===== config.mk =====
export PLATFORM = sky130hd
export DESIGN_NAME = actuator_command_to_dac_codes_core_flat
export DESIGN_NICKNAME = d
export VERILOG_FILES = /design/src/rtl/core/acdc_pkg.sv /design/src/rtl/core/acdc_if.sv /design/src/rtl/core/actuator_command_to_dac_codes_core.sv /design/src/flat_wrapper.sv
export SDC_FILE = /design/constraint.sdc
export NUM_CORES = 2
export LEC_CHECK = 0
export BUFFER_PORTS_ARGS = -buffer_cell sky130_fd_sc_hd__buf_2
export CAP_MARGIN = 20
export CORE_MARGIN = 2
export CORE_UTILIZATION = 50
export CTS_CLUSTER_SIZE = 12
export DETAILED_ROUTE_END_ITERATION = 10
export GPL_TIMING_DRIVEN = 0
export PLACE_DENSITY = 0.68
export SYNTH_ARGS = -nofsm -noshare
export SYNTH_HDL_FRONTEND = slang
export SYNTH_SLANG_ARGS = --single-unit

===== constraint.sdc =====
create_clock -name clk -period 6.6 [get_ports clk]
set_input_delay 0.33 -clock clk [delete_from_list [all_inputs] [get_ports clk]]
set_output_delay 0.33 -clock clk [all_outputs]
set_load 0.03 [all_outputs]

===== src/rtl/core/acdc_pkg.sv =====
// ----------------------------------------------------------------------------
// acdc_pkg
// Types, constants and lookup functions for the actuator command to DAC
// code converter.
// ----------------------------------------------------------------------------
package acdc_pkg;

  localparam int CMD_W     = 14;
  localparam int CODE_W    = 12;
  localparam int CFG_IDX_W = 2;
  localparam int CFG_DAT_W = 2;

  localparam int NUM_W  = 17;
  localparam int Q_W    = 12;
  localparam int LVL_W  = 11;
  localparam int QUO_W  = 8;
  localparam int KMUL_W = 26;
  localparam int PROD_W = LVL_W + KMUL_W;

  typedef logic [1:0] mode_t;

  localparam mode_t MODE_SINGLE = 2'd0;
  localparam mode_t MODE_SPLIT  = 2'd1;
  localparam mode_t MODE_PUMP   = 2'd2;

  localparam logic KIND_CURRENT = 1'b0;
  localparam logic KIND_VOLTAGE = 1'b1;

  localparam logic [CFG_IDX_W-1:0] REG_MODE = 2'd0;
  localparam logic [CFG_IDX_W-1:0] REG_KIND = 2'd1;

  localparam logic [CMD_W-1:0] CMD_MAX  = 14'd10000;
  localparam logic [CMD_W-1:0] CMD_HALF = 14'd5000;

  // x / 25 as (x * DIV25_K) >> DIV25_S, exact for x below 2^17
  localparam logic [17:0] DIV25_K = 18'd167773;
  localparam int          DIV25_S = 22;
  // m / 10 as (m * DIV10_K) >> DIV10_S, exact for m below 2^11
  localparam logic [KMUL_W-1:0] DIV10_K = 26'd1639;
  localparam int                DIV10_S = 14;
  // floor(v * 32768 / 10000) as (v * VOLT_K) >> VOLT_S
  localparam logic [KMUL_W-1:0] VOLT_K = 26'd54975582;
  localparam int                VOLT_S = 24;

  localparam logic [Q_W-1:0]   BASE_MA    = 12'd400;
  localparam logic [Q_W-1:0]   FULL_MA    = 12'd2000;
  localparam logic [Q_W-1:0]   FULL_V     = 12'd1000;
  localparam logic [LVL_W-1:0] MA_LOW     = 11'd390;
  localparam logic [LVL_W-1:0] MA_HIGH    = 11'd2010;
  localparam logic [QUO_W-1:0] IDX_BASE   = 8'd39;
  localparam logic [CODE_W-1:0] V_CODE_MAX = 12'd3278;

  localparam int CAL_LEN = 163;
  localparam logic [QUO_W-1:0] CAL_LAST = 8'(CAL_LEN - 1);

  localparam logic [CODE_W-1:0] CAL_ROM [CAL_LEN] = '{
    12'd632,  12'd632,  12'd665,  12'd681,  12'd698,  12'd714,  12'd730,  12'd747,
    12'd763,  12'd780,  12'd797,  12'd813,  12'd830,  12'd846,  12'd863,  12'd879,
    12'd896,  12'd913,  12'd929,  12'd946,  12'd962,  12'd979,  12'd995,  12'd1012,
    12'd1029, 12'd1045, 12'd1062, 12'd1078, 12'd1095, 12'd1112, 12'd1128, 12'd1144,
    12'd1161, 12'd1178, 12'd1194, 12'd1211, 12'd1227, 12'd1243, 12'd1260, 12'd1277,
    12'd1294, 12'd1311, 12'd1328, 12'd1343, 12'd1359, 12'd1376, 12'd1393, 12'd1410,
    12'd1426, 12'd1442, 12'd1459, 12'd1476, 12'd1492, 12'd1508, 12'd1525, 12'd1542,
    12'd1559, 12'd1575, 12'd1592, 12'd1608, 12'd1625, 12'd1641, 12'd1658, 12'd1674,
    12'd1691, 12'd1707, 12'd1724, 12'd1740, 12'd1757, 12'd1774, 12'd1790, 12'd1808,
    12'd1824, 12'd1840, 12'd1856, 12'd1873, 12'd1890, 12'd1906, 12'd1923, 12'd1939,
    12'd1956, 12'd1972, 12'd1989, 12'd2006, 12'd2022, 12'd2039, 12'd2056, 12'd2072,
    12'd2089, 12'd2105, 12'd2122, 12'd2138, 12'd2155, 12'd2171, 12'd2188, 12'd2205,
    12'd2221, 12'd2238, 12'd2254, 12'd2271, 12'd2287, 12'd2304, 12'd2321, 12'd2338,
    12'd2354, 12'd2371, 12'd2387, 12'd2404, 12'd2420, 12'd2437, 12'd2453, 12'd2470,
    12'd2487, 12'd2503, 12'd2520, 12'd2536, 12'd2553, 12'd2570, 12'd2587, 12'd2603,
    12'd2620, 12'd2636, 12'd2653, 12'd2670, 12'd2686, 12'd2703, 12'd2719, 12'd2736,
    12'd2752, 12'd2769, 12'd2786, 12'd2802, 12'd2820, 12'd2836, 12'd2853, 12'd2869,
    12'd2886, 12'd2902, 12'd2919, 12'd2935, 12'd2952, 12'd2968, 12'd2985, 12'd3002,
    12'd3018, 12'd3035, 12'd3051, 12'd3068, 12'd3085, 12'd3102, 12'd3118, 12'd3135,
    12'd3151, 12'd3168, 12'd3184, 12'd3201, 12'd3218, 12'd3234, 12'd3251, 12'd3267,
    12'd3284, 12'd3315, 12'd3317
  };

  typedef struct packed {
    logic add_base;
    logic clamp;
    logic full1;
    logic full2;
    logic current;
    logic zero;
  } ctl_t;

  // floor(r * 1.6) for a remainder digit
  function automatic logic [3:0] frac_step(input logic [3:0] r);
    logic [3:0] s;
    case (r)
      4'd0:    s = 4'd0;
      4'd1:    s = 4'd1;
      4'd2:    s = 4'd3;
      4'd3:    s = 4'd4;
      4'd4:    s = 4'd6;
      4'd5:    s = 4'd8;
      4'd6:    s = 4'd9;
      4'd7:    s = 4'd11;
      4'd8:    s = 4'd12;
      4'd9:    s = 4'd14;
      default: s = 4'd0;
    endcase
    return s;
  endfunction

  function automatic logic [4:0] band_offset(input logic [QUO_W-1:0] b);
    logic [4:0] off;
    if (b <= 8'd60) begin
      off = 5'd4;
    end else if (b <= 8'd110) begin
      off = 5'd7;
    end else if (b <= 8'd140) begin
      off = 5'd9;
    end else if (b <= 8'd170) begin
      off = 5'd12;
    end else if (b <= 8'd190) begin
      off = 5'd14;
    end else begin
      off = 5'd16;
    end
    return off;
  endfunction

  // Calibrated code for a level in 0.01 mA; quo is lvl / 10
  function automatic logic [CODE_W-1:0] ma_code(input logic [LVL_W-1:0] lvl,
                                                input logic [QUO_W-1:0] quo);
    logic [LVL_W-1:0]  tens;
    logic [3:0]        rem;
    logic [QUO_W-1:0]  idx;
    logic [CODE_W-1:0] code;
    tens = {quo, 3'b000} + {2'b00, quo, 1'b0};
    rem  = 4'(lvl - tens);
    idx  = quo - IDX_BASE;
    if (lvl < MA_LOW) begin
      code = CAL_ROM[0];
    end else if (lvl > MA_HIGH) begin
      code = CAL_ROM[CAL_LAST];
    end else begin
      if (idx > CAL_LAST) begin
        idx = CAL_LAST;
      end
      code = CAL_ROM[idx] + {8'd0, frac_step(rem)};
    end
    return code;
  endfunction

endpackage


===== src/rtl/core/acdc_if.sv =====
// ----------------------------------------------------------------------------
// acdc channel interfaces
// Valid/ready channels for commands, DAC code pairs and register writes.
// ----------------------------------------------------------------------------
interface acdc_cmd_if;
  logic                           valid;
  logic                           ready;
  logic [acdc_pkg::CMD_W-1:0]     command_level;
  modport source (output valid, output command_level, input ready);
  modport sink   (input valid, input command_level, output ready);
endinterface

interface acdc_code_if;
  logic                           valid;
  logic                           ready;
  logic [acdc_pkg::CODE_W-1:0]    first_dac_code;
  logic [acdc_pkg::CODE_W-1:0]    second_dac_code;
  modport source (output valid, output first_dac_code, output second_dac_code,
                  input ready);
  modport sink   (input valid, input first_dac_code, input second_dac_code,
                  output ready);
endinterface

interface acdc_cfg_if;
  logic                           valid;
  logic                           ready;
  logic [acdc_pkg::CFG_IDX_W-1:0] index;
  logic [acdc_pkg::CFG_DAT_W-1:0] data;
  modport source (output valid, output index, output data, input ready);
  modport sink   (input valid, input index, input data, output ready);
endinterface


===== src/rtl/core/actuator_command_to_dac_codes_core.sv =====
// ----------------------------------------------------------------------------
// actuator_command_to_dac_codes_core
// Turns one actuator command into a pair of 12-bit DAC codes.
// ----------------------------------------------------------------------------
// Channels: cmd takes one command_level per beat (0.01 % opening or 0.01 Hz,
// values above 10000 saturate). code delivers first_dac_code and
// second_dac_code for each command, in order. cfg writes actuator_mode
// (index 0) and signal_kind (index 1); it is always ready and should be
// used only while no command is in flight.
// Throughput: one command per cycle while code.ready holds, set by a
// five-register pipeline (range select, divide by 25, level clamp, scale
// multiply, calibration ROM and output register), each stage holding one
// beat.
// Reset: rst clears all valid bits and sets both registers to 0 (single
// valve, current loop); no command is lost or produced by reset release.
// Stall: a stalled result holds in the output register; earlier stages
// keep filling bubbles, and cmd.ready drops only once every stage is full.
// ----------------------------------------------------------------------------
module actuator_command_to_dac_codes_core (
  input  logic         clk,
  input  logic         rst,
  acdc_cmd_if.sink     cmd,
  acdc_code_if.source  code,
  acdc_cfg_if.sink     cfg
);

  acdc_pkg::mode_t mode;
  logic            kind;

  logic rdy1, rdy2, rdy3, rdy4, rdy5;
  logic v1, v2, v3, v4, v5;

  logic [acdc_pkg::CMD_W-1:0] cmd_sat;
  logic [acdc_pkg::NUM_W-1:0] c4, c8, c5;
  logic [acdc_pkg::NUM_W-1:0] num_next;
  acdc_pkg::ctl_t             ctl_next;

  logic [acdc_pkg::NUM_W-1:0] num1;
  acdc_pkg::ctl_t             ctl1;

  logic [acdc_pkg::NUM_W+17:0] div_prod;
  logic [acdc_pkg::Q_W-1:0]    q2;
  acdc_pkg::ctl_t              ctl2;

  logic [acdc_pkg::Q_W-1:0]   full_lvl, lvl_raw, lvl_clamped;
  logic [acdc_pkg::LVL_W-1:0] lvl1, lvl2;
  acdc_pkg::ctl_t             ctl3;

  logic [acdc_pkg::KMUL_W-1:0] kmul;
  logic [acdc_pkg::PROD_W-1:0] prod1, prod2;
  logic [acdc_pkg::QUO_W-1:0]  quo1, quo2;
  logic [acdc_pkg::CODE_W-1:0] vcode1, vcode2;
  logic [acdc_pkg::LVL_W-1:0]  lvl4a, lvl4b;
  acdc_pkg::ctl_t              ctl4;

  logic [acdc_pkg::CODE_W-1:0] ma1, ma2, ma2_sub;
  logic [4:0]                  off2;
  logic [acdc_pkg::CODE_W-1:0] first_next, second_next;
  logic [acdc_pkg::CODE_W-1:0] first_code, second_code;

  // Configuration registers
  assign cfg.ready = 1'b1;

  always_ff @(posedge clk) begin
    if (rst) begin
      mode <= acdc_pkg::MODE_SINGLE;
      kind <= acdc_pkg::KIND_CURRENT;
    end else if (cfg.valid) begin
      case (cfg.index)
        acdc_pkg::REG_MODE: mode <= cfg.data;
        acdc_pkg::REG_KIND: kind <= cfg.data[0];
        default: ;
      endcase
    end
  end

  // Flow control: a stage loads when empty or when its successor loads
  assign rdy5      = !v5 || code.ready;
  assign rdy4      = !v4 || rdy5;
  assign rdy3      = !v3 || rdy4;
  assign rdy2      = !v2 || rdy3;
  assign rdy1      = !v1 || rdy2;
  assign cmd.ready = rdy1;

  always_ff @(posedge clk) begin
    if (rst) begin
      v1 <= 1'b0;
      v2 <= 1'b0;
      v3 <= 1'b0;
      v4 <= 1'b0;
      v5 <= 1'b0;
    end else begin
      if (rdy1) begin
        v1 <= cmd.valid;
      end
      if (rdy2) begin
        v2 <= v1;
      end
      if (rdy3) begin
        v3 <= v2;
      end
      if (rdy4) begin
        v4 <= v3;
      end
      if (rdy5) begin
        v5 <= v4;
      end
    end
  end

  // Stage 1: saturate, pick the numerator over 25 for each range
  always_comb begin
    cmd_sat  = (cmd.command_level > acdc_pkg::CMD_MAX) ? acdc_pkg::CMD_MAX
                                                       : cmd.command_level;
    c4       = {1'b0, cmd_sat, 2'b00};
    c8       = {cmd_sat, 3'b000};
    c5       = {1'b0, cmd_sat, 2'b00} + {3'b000, cmd_sat};
    num_next = c8;
    ctl_next = '0;
    ctl_next.current = (kind == acdc_pkg::KIND_CURRENT);
    case (mode)
      acdc_pkg::MODE_SINGLE: begin
        if (ctl_next.current) begin
          num_next          = c4;
          ctl_next.add_base = 1'b1;
        end else begin
          num_next = {1'b0, c5[acdc_pkg::NUM_W-1:1]};
        end
      end
      acdc_pkg::MODE_SPLIT: begin
        if (cmd_sat < acdc_pkg::CMD_HALF) begin
          num_next          = ctl_next.current ? c8 : c5;
          ctl_next.add_base = ctl_next.current;
          ctl_next.full2    = 1'b1;
        end else if (cmd_sat > acdc_pkg::CMD_HALF) begin
          num_next       = ctl_next.current ? (17'd90000 - c8) : (17'd50000 - c5);
          ctl_next.full1 = 1'b1;
        end else begin
          ctl_next.full1 = 1'b1;
          ctl_next.full2 = 1'b1;
        end
      end
      acdc_pkg::MODE_PUMP: begin
        num_next          = ctl_next.current ? c8 : c5;
        ctl_next.add_base = ctl_next.current;
        ctl_next.clamp    = 1'b1;
      end
      default: begin
        ctl_next.zero = 1'b1;
      end
    endcase
  end

  always_ff @(posedge clk) begin
    if (rdy1) begin
      num1 <= num_next;
      ctl1 <= ctl_next;
    end
  end

  // Stage 2: divide by 25
  assign div_prod = num1 * acdc_pkg::DIV25_K;

  always_ff @(posedge clk) begin
    if (rdy2) begin
      q2   <= div_prod[acdc_pkg::DIV25_S +: acdc_pkg::Q_W];
      ctl2 <= ctl1;
    end
  end

  // Stage 3: offset, clamp, route to channels
  always_comb begin
    full_lvl    = ctl2.current ? acdc_pkg::FULL_MA : acdc_pkg::FULL_V;
    lvl_raw     = q2 + (ctl2.add_base ? acdc_pkg::BASE_MA : '0);
    lvl_clamped = (ctl2.clamp && (lvl_raw > full_lvl)) ? full_lvl : lvl_raw;
  end

  always_ff @(posedge clk) begin
    if (rdy3) begin
      lvl1 <= ctl2.full1 ? full_lvl[acdc_pkg::LVL_W-1:0]
                         : lvl_clamped[acdc_pkg::LVL_W-1:0];
      lvl2 <= ctl2.full2 ? full_lvl[acdc_pkg::LVL_W-1:0]
                         : lvl_clamped[acdc_pkg::LVL_W-1:0];
      ctl3 <= ctl2;
    end
  end

  // Stage 4: divide by 10 (current) or scale to code (voltage)
  assign kmul  = ctl3.current ? acdc_pkg::DIV10_K : acdc_pkg::VOLT_K;
  assign prod1 = lvl1 * kmul;
  assign prod2 = lvl2 * kmul;

  always_ff @(posedge clk) begin
    if (rdy4) begin
      quo1   <= prod1[acdc_pkg::DIV10_S +: acdc_pkg::QUO_W];
      quo2   <= prod2[acdc_pkg::DIV10_S +: acdc_pkg::QUO_W];
      vcode1 <= prod1[acdc_pkg::VOLT_S +: acdc_pkg::CODE_W];
      vcode2 <= prod2[acdc_pkg::VOLT_S +: acdc_pkg::CODE_W];
      lvl4a  <= lvl1;
      lvl4b  <= lvl2;
      ctl4   <= ctl3;
    end
  end

  // Stage 5: calibration lookup, band offset, saturation
  always_comb begin
    ma1     = acdc_pkg::ma_code(lvl4a, quo1);
    ma2     = acdc_pkg::ma_code(lvl4b, quo2);
    off2    = acdc_pkg::band_offset(quo2);
    ma2_sub = (ma2 >= {7'd0, off2}) ? (ma2 - {7'd0, off2}) : '0;
    if (ctl4.zero) begin
      first_next  = '0;
      second_next = '0;
    end else if (ctl4.current) begin
      first_next  = ma1;
      second_next = ma2_sub;
    end else begin
      first_next  = (vcode1 > acdc_pkg::V_CODE_MAX) ? acdc_pkg::V_CODE_MAX : vcode1;
      second_next = (vcode2 > acdc_pkg::V_CODE_MAX) ? acdc_pkg::V_CODE_MAX : vcode2;
    end
  end

  always_ff @(posedge clk) begin
    if (rdy5) begin
      first_code  <= first_next;
      second_code <= second_next;
    end
  end

  assign code.valid           = v5;
  assign code.first_dac_code  = first_code;
  assign code.second_dac_code = second_code;

`ifndef NO_ASSERTIONS
  a_stage1_hold: assert property (@(posedge clk) disable iff (rst)
    (v1 && !rdy2) |=> (v1 && $stable(num1)))
    else $error("stage 1 beat lost or changed while stalled");

  a_stage4_moves: assert property (@(posedge clk) disable iff (rst)
    (v4 && rdy5) |=> code.valid)
    else $error("stage 4 beat did not reach the output register");

  a_unused_mode_zero: assert property (@(posedge clk) disable iff (rst)
    (v4 && rdy5 && ctl4.zero) |=>
      (code.first_dac_code == '0 && code.second_dac_code == '0))
    else $error("unused mode gave nonzero codes");

  a_current_floor: assert property (@(posedge clk) disable iff (rst)
    (v4 && rdy5 && ctl4.current && !ctl4.zero) |=>
      (code.first_dac_code >= acdc_pkg::CAL_ROM[0]))
    else $error("current code below calibration floor");
`endif

endmodule

===== src/flat_wrapper.sv =====
// flat-port wrapper written by rule: the top's interface ports become plain ports
module actuator_command_to_dac_codes_core_flat 
  (clk, rst, cmd_valid, cmd_command_level, cmd_ready, code_valid, code_first_dac_code, code_second_dac_code, code_ready, cfg_valid, cfg_index, cfg_data, cfg_ready);
  acdc_cmd_if cmd_i ();
  acdc_code_if code_i ();
  acdc_cfg_if cfg_i ();
  input  logic clk;
  input  logic rst;
  input wire logic [$bits(cmd_i.valid)-1:0] cmd_valid;
  input wire logic [$bits(cmd_i.command_level)-1:0] cmd_command_level;
  output wire logic [$bits(cmd_i.ready)-1:0] cmd_ready;
  output wire logic [$bits(code_i.valid)-1:0] code_valid;
  output wire logic [$bits(code_i.first_dac_code)-1:0] code_first_dac_code;
  output wire logic [$bits(code_i.second_dac_code)-1:0] code_second_dac_code;
  input wire logic [$bits(code_i.ready)-1:0] code_ready;
  input wire logic [$bits(cfg_i.valid)-1:0] cfg_valid;
  input wire logic [$bits(cfg_i.index)-1:0] cfg_index;
  input wire logic [$bits(cfg_i.data)-1:0] cfg_data;
  output wire logic [$bits(cfg_i.ready)-1:0] cfg_ready;
  assign cmd_i.valid = cmd_valid;
  assign cmd_i.command_level = cmd_command_level;
  assign cmd_ready = cmd_i.ready;
  assign code_valid = code_i.valid;
  assign code_first_dac_code = code_i.first_dac_code;
  assign code_second_dac_code = code_i.second_dac_code;
  assign code_i.ready = code_ready;
  assign cfg_i.valid = cfg_valid;
  assign cfg_i.index = cfg_index;
  assign cfg_i.data = cfg_data;
  assign cfg_ready = cfg_i.ready;
  actuator_command_to_dac_codes_core u_core (.clk(clk), .rst(rst), .cmd(cmd_i), .code(code_i), .cfg(cfg_i));
endmodule

After elaboration in Yosys (flattened, before gate mapping) --
Memories as Yosys holds them, arrays and structs flattened. Cells that the tools add are included.
Word-level totals: memories kept 4, logic and storage cells 146, output and inout bits 27, input port bits 23, bits in read-only memories 6272, register bits after elaboration 161
Operators by class: $add $sub $neg 13, mux-type cells 49, reduce and logical (&&, ||, !) cells 16, bitwise logic cells 3, eq/ne operators 3, magnitude comparators 20, multiply operators 3
Memory list:
- (no name shown) | words 256, width 12, rd ports 1, clocked after memory_dff 0, write ports 0, line acdc_pkg.sv:144 | code = CAL_ROM[idx] + {8'd0, frac_step(rem)};
- (no name shown) | words 256, width 12, rd ports 1, clocked after memory_dff 0, write ports 0, line acdc_pkg.sv:144
- (no name shown) | words 16, width 4, rd ports 1, clocked after memory_dff 0, write ports 0, line acdc_pkg.sv:92 | case (r)
- (no name shown) | words 16, width 4, rd ports 1, clocked after memory_dff 0, write ports 0, line acdc_pkg.sv:92
Operators by type and width (count):
- 12-bit two-way mux | 13
- 11-bit by 26-bit multiplier with 36-bit output | 2
- 17-bit two-way mux | 4
- 17-bit one-hot mux with 3 select lines | 1
- 8-bit two-way mux | 6
- 11-bit two-way mux | 4
- 17-bit by 18-bit multiplier with 34-bit output, second input constant | 1
- 26-bit two-way mux | 1
- 5-bit two-way mux | 5
- 12-bit by 4-bit adder with 12-bit output | 2
- 12-bit greater-than comparator, second input constant | 2
- 8-bit <= comparator, second input constant | 3
- 11-bit greater-than comparator, second input constant | 2
- 11-bit by 9-bit less-than comparator with 1-bit output, second input constant | 2
- 9-bit greater-or-equal comparator, second input constant | 2
- 8-bit NOT with 9-bit output | 2
- 16-bit by 14-bit adder with 17-bit output | 1
- 16-bit by 17-bit subtractor with 17-bit output, first input constant | 1
- 17-bit subtractor, first input constant | 1
- 8-bit greater-than comparator, second input constant | 2
- 16-bit two-way mux | 1
- 4-bit two-way mux | 4
- 8-bit by 6-bit subtractor with 8-bit output, second input constant | 2
- 14-bit by 13-bit greater-than comparator with 1-bit output, second input constant | 1
- other kinds (23) | 42

Depth between registers and ports, before layout --
depth after elaboration 15, depth in mapped cells 36, depth with buffers taken out 32

Worst setup path after synthesis --
Ideal clock, no wire load.
kind flip-flop to flip-flop, start register u_core.quo2[1] in the netlist's numbering, end register u_core.second_code, in the netlist u_core.code.second_dac_code[10] (data pin), clock period less this slack 6.615 ns, buffers on the path 3, data arrival time 6.334 ns, library setup time 0.281 ns, stages on the path, launching flop included 33, required time 6.319 ns, slack -0.015 ns, path through edfxtp_1 > ha_1 > buf_2 > or4b_1 > o211ai_2 > a31oi_4 > o21ai_4 > clkbuf_1 > nand2_1 > inv_1 > ha_1 > clkbuf_1 > nor2_1 > o21ai_0 > a31oi_1 > a31oi_1 > a41oi_1 > mux2_2 > a21oi_1 > a31oi_1 > o32ai_1 > ha_1 > a21o_1 > a21o_1 > xnor2_1 > o21ai_0 > ha_1 > o21ai_0 > nand2b_1 > a21o_1 > a311oi_1 > a311o_1 > a311oi_2
Between the ends: cells in the longest elaborated chain, start to end 15, elaborated cells between the ends (all ways) 31, those cells by class 5 x add/sub; 7 x order compare; 16 x mux; 1 x bitwise; 2 x memory
RTL lines:
- start: declaration | line actuator_command_to_dac_codes_core.sv:51 | logic [acdc_pkg::QUO_W-1:0] quo1, quo2;
- start signal: assignment | line actuator_command_to_dac_codes_core.sv:196 | quo2 <= prod2[acdc_pkg::DIV10_S +: acdc_pkg::QUO_W];
- 8-bit by 6-bit subtractor with 8-bit output | line acdc_pkg.sv:135 | idx = quo - IDX_BASE;
- 8-bit greater-than comparator | line acdc_pkg.sv:141 | if (idx > CAL_LAST) begin
- 8-bit two-way mux | line acdc_pkg.sv:141
- 8-bit two-way mux | line acdc_pkg.sv:138 | end else if (lvl > MA_HIGH) begin
- 8-bit two-way mux | line acdc_pkg.sv:136 | if (lvl < MA_LOW) begin
- 8-bit NOT with 9-bit output (not written as such) | line acdc_pkg.sv:144
- memory read 256 x 12 bit
- 12-bit two-way mux (not written as such) (2 in series) | line acdc_pkg.sv:144
- 12-bit by 4-bit adder with 12-bit output | line acdc_pkg.sv:144
- 12-bit two-way mux | line acdc_pkg.sv:138
- 12-bit two-way mux | line acdc_pkg.sv:136
- 12-bit by 5-bit subtractor with 12-bit output or 12-bit by 5-bit greater-or-equal comparator with 1-bit output (tied branches) | line actuator_command_to_dac_codes_core.sv:210 | ma2_sub = (ma2 >= {7'd0, off2}) ? (ma2 - {7'd0, off2}) : '0;
- 12-bit two-way mux (*) | line actuator_command_to_dac_codes_core.sv:210
- 12-bit two-way mux (*) | line actuator_command_to_dac_codes_core.sv:214 | end else if (ctl4.current) begin
- end signal: assignment | line actuator_command_to_dac_codes_core.sv:226 | second_code <= second_next;
- end: declaration | line actuator_command_to_dac_codes_core.sv:59 | logic [acdc_pkg::CODE_W-1:0] first_code, second_code;
Mark *: on every way between the ends. The rest lies on a longest branch, timed or not. The select of a mux whose other input is x is not followed. A chain may end at the register's enable or synchronous reset.

Final worst setup path --
start register u_core.quo2[1] in the netlist's numbering, end register u_core.second_code, in the netlist u_core.code.second_dac_code[6] (data pin)
Same word-level chain as after synthesis.

==> run metrics <==
status=finished with violations; violated checks=DRC; Least-Margin Pin Slew=1253 ps; hold slack=109.5 ps; syn nets=4077; Post-Synthesis Cells=3258; startpoint types=register; top cells by instance count after synthesis=inv_1 (553), ha_1 (448), fa_1 (348); CTS sink count=161; Area contributors post-synth=fa_1 (23%), ha_1 (19%), edfxtp_1 (15%); gr usage total=25.97%; most frequent cell on the critical path=o21ai_1; fillcell total=5367; core area=0.05913 mm^2; Clk Latency, worst-skew pair=480 ps; drt pass-1 iters=9; GRT overflow=0; CTS Buffer Depth=2; first-pass GRT wire length=128900 um; worst hold path class=primary input to register; Max Cap Violations=0; worst path bufs/invs=3; layout cells sized above 1=8.916%; Row Count=89; number of routed nets with antenna violations=0; CP required=6790 ps; Die Span Y=248.7 um; CTS tree=yes; Synth cell types=96; share of the synthesized area in the top cell type=23.28%; FMAX=154.8 MHz; cts bufs inserted=17; Crit-path slowest cell=or4b_4; hold depth=3; Vias=24210; Tcrit/Tclk final=97.89%; root buffer cell=clkbuf_16; register area share after synthesis=15.89%; worst hold endpoint=u_core.mode[0]; initial core utilization=50.62%; CP endpoint kind=register; Placed Cells=4076; Hold Startpoint=cfg_data[0]; Final Max Slew Viols=0; Non-Filler Instances=4160; r2r worst-path depth=34; Main synth FF type=edfxtp_1; DRT Wirelength=79850 um; die width=248.7 um; number of DRC violations after detailed-routing iteration 0=1898; synthesized cell area=0.02993 mm^2; Hold Buf Count CTS=0; crit-path max cell delay=490 ps; FF-to-FF Start=u_core.quo2[1]; fin crit period=6461 ps; Port Buffers=44; Worst Skew=7.951 ps; Slew Limit Headroom=15.83%; final-report hold violation count=0; Routed wire per std cell=19.20 um; YS warnings=0; RSZ-0062 raised after global routing=true; initial antenna violation count=0; largest net degree at the start of global routing=65; Die ar.=0.06183 mm^2; #FFs+latches synth=161; Synth async-reset ratio=0%; H-tree depth=4; Placer Congestion=0.9815; ant diodes=0; P&R area growth vs syn=9.519%; Post-synth EDFFs=153; layout net count=4194; # setup viols final=0; WS Path Type=register to register; R2R Path End=u_core.code.second_dac_code[6]; Worst-path clk slew=70 ps; critical path's top delay family=compound AO/OA/AOI/OAI gates; Reg area=0.004755 mm^2; crit path DAT=6660 ps; Max FO, Critical Path=6; Synth area leader=fa_1; Top Ports=50; detailed placement HPWL=64820 um; multi-input logic area=0.02307 mm^2; vias in the first global route=24090; vias per inst=5.821; R2R setup slack=140 ps; most common cell in the netlist=inv_1; drc violations=7; mean post-synth cell area=9.187 um^2
## final cells by class
class / instances / area share (%)
buffer: 124 / 1.851
clock buffer: 17 / 1.298
clock inverter: 14 / 0.5306
inverter: 555 / 6.397
multi-input combinational: 2412 / 70.39
sequential: 161 / 14.50
tap: 773 / 2.951
timing repair buffer: 104 / 2.073
## flip-flops by register name, indices dropped and copies added (netlist names), 2 cells and up
| register | count |
|---|---|
| u_core.code.first_dac_code | 12 |
| u_core.code.second_dac_code | 12 |
| u_core.ctl1 | 6 |
| u_core.ctl2 | 6 |
| u_core.ctl3 | 2 |
| u_core.ctl4 | 2 |
| u_core.lvl1 | 11 |
| u_core.lvl2 | 11 |
| u_core.lvl4a | 11 |
| u_core.lvl4b | 11 |
| u_core.mode | 2 |
| u_core.num1 | 17 |
| u_core.q2 | 12 |
| u_core.quo1 | 8 |
| u_core.quo2 | 8 |
| u_core.vcode1 | 12 |
| u_core.vcode2 | 12 |
## kinds of logic after synthesis
kind of cell / after synthesis / synth area share (%)
buffers and inverters: 686 / 8.808
AO/OA/AOI/OAI: 717 / 16.23
XOR/XNOR: 146 / 4.348
other: 1 / 0.01253
AND/OR/NAND/NOR: 730 / 11.94
multiplexers: 21 / 0.7692
adder cells (fa/ha/maj): 796 / 42.00
flip-flops: 161 / 15.89
## per-layer routing
layer,wire (um),vias up,track usage [%],part of all wire [%]
li1,-,11490,-,-
met4,2643,0,9.766,3.3
met5,0,-,0,0
met3,5056,194,3.590,6.3
met1,34580,11670,34.37,43
met2,37570,864,43.37,47
## per-stage QoR
step	utilization [%]	cell area [um^2]	TNS, ps	setup WS, ps
3_3_place_gp	52.63	31120	-17250	-1348
5_1_grt	55.43	32780	-201.0	-118.6
3_5_place_dp	52.65	31130	-15810	-1322
4_1_cts	54.25	32080	-214.6	-104.7
2_1_floorplan	-	29930	0	93.48
6_report	55.43	32780	0	139.0
## placed cells by master (no fill, tap or decap), drive strengths merged, types with 40 or more instances in the layout
cell type | netlist | final
nor3 | 55 | 55
o21ai | 141 | 141
fa | 348 | 348
a21o | 42 | 42
nand2 | 194 | 195
xor2 | 50 | 50
a211oi | 41 | 41
clkbuf | 93 | 97
xnor2 | 96 | 96
nand2b | 40 | 40
a21oi | 169 | 169
inv | 554 | 562
nor2 | 197 | 197
ha | 448 | 448
nand3 | 50 | 50
buf | 38 | 148
edfxtp | 153 | 153
## worst max path at each step
stage	from	to	depth (start not counted)
finish	u_core.quo2[1]	u_core.code.second_dac_code[6]	34
global route	u_core.quo2[2]	u_core.code.second_dac_code[6]	33
CTS	u_core.quo2[0]	u_core.code.second_dac_code[6]	35
detailed placement	u_core.quo2[1]	u_core.code.second_dac_code[6]	35
global placement	u_core.quo2[1]	u_core.code.second_dac_code[6]	35
floorplan	u_core.quo2[1]	u_core.code.second_dac_code[10]	32
## worst reg2reg max path: cells and delay by family (launching register included)
family,cells,cell delay (ps)
fa+ha+maj,4,1210
buf+inv,3,410
xor+xnor,3,490
simple gates,6,940
compound gates,17,2390
mux,1,330
flops,1,410
## timing repair
item / 4_1_cts / 5_1_grt
setup endpoints to repair: 38 / 33
pin swaps: 7 / 33
resized for setup: 67 / 112
gates cloned: 0 / 2
setup buffers: 19 / 38
Power is left out: the tool's default activity adds up to more than one toggle a clock period on the data nets, which glitch-free logic cannot reach.
